===== config.mk =====
export PLATFORM = sky130hd
export DESIGN_NAME = gtg_norm_cell
export DESIGN_NICKNAME = d
export VERILOG_FILES = /design/src/design/go_to_goal_heading_controller_defines.svh /design/src/design/gtg_pkg.sv /design/src/design/gtg_norm_cell.sv
export SDC_FILE = /design/constraint.sdc
export NUM_CORES = 1
export LEC_CHECK = 0
export BUFFER_PORTS_ARGS = -buffer_cell sky130_fd_sc_hd__buf_2
export CAP_MARGIN = 5
export CORE_MARGIN = 5
export CORE_UTILIZATION = 40
export CTS_BUF_LIST = sky130_fd_sc_hd__clkbuf_4
export CTS_CLUSTER_SIZE = 20
export DETAILED_ROUTE_END_ITERATION = 16
export PLACE_DENSITY = 0.71
export SLEW_MARGIN = 20
export SYNTH_ARGS = -nofsm -noshare
export SYNTH_HDL_FRONTEND = slang
export SYNTH_SLANG_ARGS = --single-unit

===== constraint.sdc =====
create_clock -name i_clk -period 8.3 [get_ports i_clk]
set_clock_uncertainty 0.05 [all_clocks]
set_input_delay 0.83 -clock i_clk [delete_from_list [all_inputs] [get_ports i_clk]]
set_output_delay 0.83 -clock i_clk [all_outputs]
set_load 0.005 [all_outputs]

===== src/design/go_to_goal_heading_controller_defines.svh =====
// Shared assertion macros for the go-to-goal heading controller.
`ifndef GO_TO_GOAL_HEADING_CONTROLLER_DEFINES_SVH
`define GO_TO_GOAL_HEADING_CONTROLLER_DEFINES_SVH

// Same-cycle implication, disabled while reset is asserted (active low).
`define GTG_ASSERT_IMP(label, clk, rst_n, ante, cons, msg) \
    label: assert property (@(posedge clk) disable iff (!(rst_n)) (ante) |-> (cons)) \
        else $error(msg);

// Next-cycle implication, disabled while reset is asserted (active low).
`define GTG_ASSERT_NXT(label, clk, rst_n, ante, cons, msg) \
    label: assert property (@(posedge clk) disable iff (!(rst_n)) (ante) |=> (cons)) \
        else $error(msg);

`endif


===== src/design/gtg_pkg.sv =====
`default_nettype none

package gtg_pkg;

    // Field widths
    localparam int POS_W   = 32;
    localparam int DIFF_W  = 33;   // exact goal minus pose
    localparam int ANG_W   = 16;   // Q2.13 angle
    localparam int TOL_W   = 15;
    localparam int ARR_W   = 16;
    localparam int SPD_W   = 16;
    localparam int IDX_W   = 3;
    localparam int DATA_W  = 32;

    // Normalizer: scale until the larger magnitude reaches 2^40
    localparam int MAG_W      = 41;
    localparam int VEC_W      = MAG_W + 1;
    localparam int NORM_CELLS = 6;     // shifts 32,16,8,4,2,1

    // Rotation datapath
    localparam int CX_W    = VEC_W + 3;
    localparam int Z_W     = 28;       // Q.24 radians
    localparam int RND_SH  = 11;       // Q.24 -> Q.13
    localparam int Q_W     = Z_W - RND_SH;
    localparam int ERR_W   = 18;

    localparam int ATAN_ENTRIES           = 24;
    localparam int ANGLE_ITERATIONS_DEF   = 16;

    localparam logic signed [ANG_W-1:0] PI_Q13      = 16'sd25736;
    localparam logic signed [ANG_W-1:0] HALF_PI_Q13 = 16'sd12868;
    localparam logic signed [Z_W-1:0]   HALF_PI_Q24 = 28'sd26353589;
    localparam logic signed [Z_W-1:0]   RND_BIAS    = 28'sd1024;
    localparam logic [17:0]             TWO_PI_Q13  = 18'd51472;

    // atan(2^-i) in Q.24, rounded to nearest
    localparam logic [23:0] ATAN_Q24 [ATAN_ENTRIES] = '{
        24'd13176795, 24'd7778716, 24'd4110060, 24'd2086331,
        24'd1047214,  24'd524117,  24'd262123,  24'd131069,
        24'd65536,    24'd32768,   24'd16384,   24'd8192,
        24'd4096,     24'd2048,    24'd1024,    24'd512,
        24'd256,      24'd128,     24'd64,      24'd32,
        24'd16,       24'd8,       24'd4,       24'd2
    };

    // Register reset values
    localparam logic [TOL_W-1:0] HEAD_TOL_RST = 15'd819;
    localparam logic [ARR_W-1:0] ARR_TOL_RST  = 16'd6554;
    localparam logic [SPD_W-1:0] FWD_SPD_RST  = 16'd32768;
    localparam logic [SPD_W-1:0] TURN_SPD_RST = 16'd32768;

    typedef enum logic [IDX_W-1:0] {
        REG_GOAL_X     = 3'd0,
        REG_GOAL_Y     = 3'd1,
        REG_GOAL_VALID = 3'd2,
        REG_HEAD_TOL   = 3'd3,
        REG_ARR_TOL    = 3'd4,
        REG_FWD_SPEED  = 3'd5,
        REG_TURN_SPEED = 3'd6
    } t_reg_idx;

    typedef enum logic [1:0] {
        MODE_STOP = 2'd0,
        MODE_FWD  = 2'd1,
        MODE_TURN = 2'd2
    } t_mode;

    // Data that rides alongside the angle datapath
    typedef struct packed {
        logic signed [ANG_W-1:0] heading;
        logic                    arrive;
        logic                    special;
        logic signed [ANG_W-1:0] spec_br;
    } t_side;

    typedef struct packed {
        logic signed [VEC_W-1:0] dx;
        logic signed [VEC_W-1:0] dy;
        logic [MAG_W-1:0]        m;
    } t_vec;

    typedef struct packed {
        logic signed [CX_W-1:0] x;
        logic signed [CX_W-1:0] y;
        logic signed [Z_W-1:0]  z;
    } t_rot;

    typedef struct packed {
        t_mode                   mode;
        logic [SPD_W-1:0]        lin;
        logic [SPD_W-1:0]        ang;
        logic signed [ANG_W-1:0] herr;
    } t_cmd;

endpackage

`default_nettype wire


===== src/design/gtg_norm_cell.sv =====
`default_nettype none

// One step of the normalizing shift: shift by SHIFT if the magnitude stays
// below 2^MAG_W afterward.
module gtg_norm_cell #(
    parameter int SHIFT = 1
) (
    input  logic           i_clk,
    input  logic           i_rst_n,
    input  logic           i_adv,
    input  logic           i_valid,
    input  gtg_pkg::t_vec  i_vec,
    input  gtg_pkg::t_side i_side,
    output logic           o_valid,
    output gtg_pkg::t_vec  o_vec,
    output gtg_pkg::t_side o_side
);
    import gtg_pkg::*;

    logic fits;
    t_vec n_vec;
    logic r_valid;
    t_vec r_vec;
    t_side r_side;

    // Top SHIFT bits clear: room to shift
    assign fits = (i_vec.m[MAG_W-1 -: SHIFT] == '0);

    always_comb begin
        n_vec = i_vec;
        if (fits) begin
            n_vec.dx = i_vec.dx <<< SHIFT;
            n_vec.dy = i_vec.dy <<< SHIFT;
            n_vec.m  = i_vec.m << SHIFT;
        end
    end

    always_ff @(posedge i_clk) begin
        if (!i_rst_n) begin
            r_valid <= 1'b0;
        end else if (i_adv) begin
            r_valid <= i_valid;
            r_vec   <= n_vec;
            r_side  <= i_side;
        end
    end

    assign o_valid = r_valid;
    assign o_vec   = r_vec;
    assign o_side  = r_side;

endmodule

`default_nettype wire


==> results of run 1 <==
worst max path at each step:
stage,to,slack [ns]
2_1_floorplan,o_side[0],3.26
3_3_place_gp,o_vec[118],5.16
3_5_place_dp,o_vec[111],5.08
4_1_cts,o_side[33],5.70
5_1_grt,o_vec[3],5.88
6_report,o_vec[86],5.88
where the power goes:
part	internal, uW	switching, uW	total, uW
Clock	189	292	481
Combinational	117	92.4	210
Sequential	957	14.3	971
logic make-up (layout without fill, tap and decap cells):
logic type    after synthesis  after routing  share of synthesized area (%)
flops                     160            160                           73.9
mux                       122            122                           23.8
buf+inv                    14            357                           1.75
simple gates                6              6                          0.578
other cells                 0              2                              0
through the flow:
stage / hold slack [ns] / area (um2) / util [%] / instances
finish: 0.408 / 8610 / 54.2 / 863
global route: 0.319 / 8610 / 54.2 / 863
CTS: 0.335 / 8580 / 54.0 / 860
detailed placement: 0.477 / 8280 / 52.1 / 828
global placement: 0.449 / 8280 / 52.1 / 828
floorplan: 0.457 / 6490 / - / 302
layout make-up:
type / instances / area (um2)
fill: 1329 / 7270
antenna: 2 / 5.00
tap: 216 / 270
sequential: 160 / 4790
timing repair buffer: 325 / 1660
clock inverter: 15 / 170
multi-input combinational: 128 / 1590
clock buffer: 17 / 128
critical path, cell delays in order:
cell and delay, ns:
buf_2 0.10, and2_4 0.39, buf_16 0.31, buf_4 0.76
layout by cell type, fill, tap and decap left out, drive strengths merged:
cell type,n
mux2,121
clkinv,4
dfxtp,1
or2,1
nor2b,1
bufinv,2
buf,325
inv,8
diode,2
clkinvlp,1
and2,4
mux2i,1
clkbuf,17
edfxtp,159
routing by layer:
metal	global-route usage, %	up-vias	wire (um)
li1	-	1864	-
met1	16.2	1927	5300
met2	30.3	187	8940
met3	6.65	18	1700
met4	4.43	2	176
met5	0	-	7
registers in the layout, summed over array words and instances (netlist names):
name	count
o_vec	125
o_side	34
o_valid	1
==> reports/qor.txt, run 1 <==
Maximum capacitance violations -> 0
Detailed Routing Iterations Pass 1 -> 4
Placeable Area -> 0.0159 mm2
Crit path DAT -> 2.53 ns
Root buffer cell -> clkbuf_4
First-pass GRT wire length -> 22600 um
Post-CTS Hold Fix Bufs -> 0
Crit path required time -> 8.41 ns
Pwr Total -> 1660 uW
HP Start -> i_side[26]
Worst slew pin tran -> 1.07 ns
Port Buf Inserts -> 322
RSZ-0062 raised after global routing -> false
Routed vias -> 3998
Syn-to-layout area delta -> 32.7%
Final Max Slew Viols -> 0
Synth area leader -> edfxtp_1
Nets -> 795
Cts bufs inserted -> 17
Share of cells above drive strength 1 -> 74.4%
Worst Hold Class -> in2reg
DR vias/cell -> 4.63
Most numerous cell in the Yosys netlist -> edfxtp_1
Routed WL -> 16100 um
Final ANT Viol Nets -> 0
Hold Fails Final Rpt -> 0
Synthesized area -> 0.00649 mm2
Largest net degree at the start of global routing -> 86
Relative slew margins -> 28.9%
Period utilization -> 29.2%
Setup WS pre-CTS -> 5.08 ns
Post-CTS Resized -> 0
CTS tree -> yes
Capturing point of the worst reg2reg path -> o_valid
Detailed Place HPWL -> 12500 um
Synth Instances -> 302
Vias in the first global route -> 4230
Sink Count -> 160
Post-synth ARST share -> 0%
Top cells by count, synth -> 159 x edfxtp_1, 75 x mux2_2, 46 x mux2_4
Placement row count -> 46
Max Root-Sink Buffers -> 2
Main synth FF type -> edfxtp_1
CP endpoint kind -> flop
Setup Viol. Count Final -> 0
Post-synthesis sequential area ratio -> 73.9%
Crit path from -> i_adv
Syn Area/Cell -> 21.5 um2
R2R Setup Slk -> 7.64 ns
Total grt overflow -> 0
Reg-to-reg startpoint -> o_valid
Largest fanout on the critical path -> 75
Hold depth -> 1
Seq cells post-synth -> 160
H-tree depth -> 4
Min-Delay Endpoint -> o_side[26]
Synth top area share -> 73.6%
Status -> completed
Post-CTS Setup Repair Bufs -> 0
Initial antenna violation count -> 2
PD cells -> 193 mW/mm2
CP Launch Type -> input pin
Total track usage -> 16.1%
Die span in y -> 137 um
Synth area leaders -> edfxtp_1 74%, mux2_2 13%, mux2_4 11%, buf_6 1.2%, buf_2 0.54%
DRT iter0 DRCs -> 177
Netlist cell types -> 10
P_leak -> 0.00365 uW
Setup ws final -> 5.88 ns
Worst-Skew Late Latency -> 0.52 ns
Fmax -> 413 MHz
Kind of critical path -> in2reg
# IOs -> 323
Synthesis Warnings -> 0
Initial Util -> 40.9%
Die width -> 137 um
Die area -> 0.0189 mm2
WL per Instance -> 18.7 um
Clock transition at path regs -> 0.14 ns
R2R cell count -> 2
Maximum vdd drop -> 0.0000904 V
GP Congestion -> 0.750
Setup TNS -> 0 ns
Post-synth EDFFs -> 159
Residual DRC -> 0
Post-synth net total -> 465
Period minus WS final -> 2.42 ns
(Power assumes the default switching activity.)
==> inputs of run 2 (changes only) <==
ABC_AREA = 1   (was unset)
PLACE_DENSITY = 0.72   (was 0.71)
clock period = 2.4 ns   (was 8.3 ns; I/O delays follow)
==> reports/qor.txt, run 2 <==
Status -> completed
R2R cell count -> 3
Largest net degree at the start of global routing -> 124
Synthesized area -> 0.00642 mm2
Cts bufs inserted -> 17
Kind of critical path -> in2reg
Worst Hold Class -> in2reg
Die span in y -> 137 um
Hold depth -> 3
Most used cell, CP -> dlygate4sd3_1
Seq cells post-synth -> 160
DRT iter0 DRCs -> 362
Post-CTS Resized -> 0
Synth area leader -> edfxtp_1
Detailed Routing Iterations Pass 1 -> 7
WL per Instance -> 15.7 um
CP Cell Sequence -> dlygate4sd3_1 > buf_2 > nand2_1 > dlygate4sd3_1 > nor2_1 > dlygate4sd3_1
R2R Setup Slk -> 1.21 ns
Top cells by count, synth -> 360 x nand2_1, 159 x edfxtp_1, 10 x buf_2
Period minus WS final -> 1.79 ns
Routed WL -> 20800 um
Total grt overflow -> 0
Initial antenna violation count -> 0
Most numerous cell in the Yosys netlist -> nand2_1
GP Congestion -> 0.764
Initial Util -> 40.6%
Maximum vdd drop -> 0.000469 V
Synth top area share -> 74.3%
Period utilization -> 74.8%
Syn-to-layout area delta -> 66.6%
Hold_ws -> 0.0813 ns
Synth Instances -> 563
Hold Fails Final Rpt -> 0
Root buffer cell -> clkbuf_4
Slowest CP cell -> dlygate4sd3_1
Die width -> 137 um
HP Start -> i_vec[116]
PD cells -> 599 mW/mm2
Synthesis Warnings -> 0
Final Core Density -> 67.6%
Die area -> 0.0187 mm2
Netlist cell types -> 10
Largest fanout on the critical path -> 2
Post-synth EDFFs -> 159
P_leak -> 0.00498 uW
Sink Count -> 160
Synth area leaders -> edfxtp_1 74%, nand2_1 21%, buf_6 1.4%, buf_4 1.1%, buf_2 0.78%
Main synth FF type -> edfxtp_1
Worst slew pin tran -> 0.556 ns
Fmax -> 557 MHz
WP buf/inv -> 4
Post-synth net total -> 726
Maximum capacitance violations -> 0
Capturing point of the worst reg2reg path -> o_valid
Final ANT Viol Nets -> 0
Max Root-Sink Buffers -> 2
Total track usage -> 21.5%
Syn Area/Cell -> 11.4 um2
Antenna diodes -> 0
Most common cell after layout, fill and taps aside -> nand2_1
Min-Delay Endpoint -> o_vec[117]
Setup Viol. Count Final -> 0
Reg-to-reg startpoint -> o_valid
Clock transition at path regs -> 0.13 ns
Crit path required time -> 2.83 ns
Cell family with most CP delay -> buffers and inverters
Multi-input logic area -> 0.00140 mm2
DR vias/cell -> 4.62
Vias in the first global route -> 6254
Nets -> 1258
H-tree depth -> 4
# fillers -> 1093
Placement row count -> 46
Share of cells above drive strength 1 -> 32.7%
Max reg flops -> 125
Detailed Place HPWL -> 12000 um
RSZ-0062 raised after global routing -> false
Placeable Area -> 0.0158 mm2
CP Launch Type -> input pin
Post-synthesis sequential area ratio -> 74.7%
Final Max Slew Viols -> 0
Routed vias -> 6118
CP max stage delay -> 0.56 ns
Residual DRC -> 0
# IOs -> 323
Worst-Skew Late Latency -> 0.53 ns
Crit path DAT -> 2.22 ns
First-pass GRT wire length -> 31000 um
Register Area -> 0.00479 mm2
Relative slew margins -> 62.9%
CP endpoint kind -> flop
Most frequent cells in the layout -> 359 x nand2_1, 321 x buf_2, 211 x dlygate4sd3_1, 159 x edfxtp_1, 18 x clkbuf_4
Post-synth ARST share -> 0%
Port Buf Inserts -> 322
CTS tree -> yes
==> run 2: what timing repair did <==
action / in CTS / in global routing
hold buffers: 211 / 0
buffers inserted: 0 / 0
endpoints found under the hold margin: 159 / 0
==> run 2: routing by layer <==
layer / GRT usage (%) / share of wire (%) / up-vias
li1: - / - / 2902
met1: 22.5 / 35 / 2849
met2: 40.1 / 53 / 320
met3: 6.62 / 8.7 / 47
met4: 8.17 / 3.0 / 0
met5: 0 / 0 / -
==> run 2: kinds of logic after synthesis <==
family	synth area share [%]
flops	74.7
buf+inv	3.80
compound gates	0.390
simple gates	21.2
==> run 2: how the worst max path moves through the flow <==
stage | cells past startpoint | slack [ns] | startpoint | end
after global placement | 4 | 1.01 | i_adv | o_vec[52]
after floorplan | 2 | -0.67 | i_rst_n | o_side[0]
after CTS | 6 | 0.75 | i_rst_n | o_valid
final | 6 | 0.61 | i_rst_n | o_valid
after detailed placement | 5 | 0.95 | i_vec[40] | o_vec[58]
after global routing | 6 | 0.63 | i_rst_n | o_valid
==> run 2: power by group <==
part / switching, uW / internal (uW) / leakage (uW)
Clock: 965 / 1050 / 0.000187
Combinational: 473 / 561 / 0.00332
Sequential: 52.1 / 3310 / 0.00148
==> run 2: worst reg2reg max path, stage by stage, from the launching register on <==
cell and delay [ns]:
dfxtp_1 0.33, nor2_1 0.10, nor2_1 0.06, dlygate4sd3_1 0.56
==> run 2: final cells by class <==
class	instances	area share, %
inverters	9	0.374
clock buffers	18	1.26
repair buffers	540	35.8
flip-flops and latches	160	44.8
clock inverters	13	2.19
multi-input cells	367	13.1
well taps	216	2.53
==> run 2: stage by stage <==
| step | cell area [um2] | cells | power (uW) | worst slack, ns | TNS [ns] |
|---|---|---|---|---|---|
| 2_1_floorplan | 6440 | 563 | 3710 | -0.672 | -106.84 |
| 3_3_place_gp | 8220 | 1081 | 4110 | 1.01 | 0 |
| 3_5_place_dp | 8220 | 1081 | 4120 | 0.952 | 0 |
| 4_1_cts | 10700 | 1323 | 6420 | 0.750 | 0 |
| 5_1_grt | 10700 | 1323 | 6670 | 0.627 | 0 |
| 6_report | 10700 | 1323 | 6410 | 0.606 | 0 |
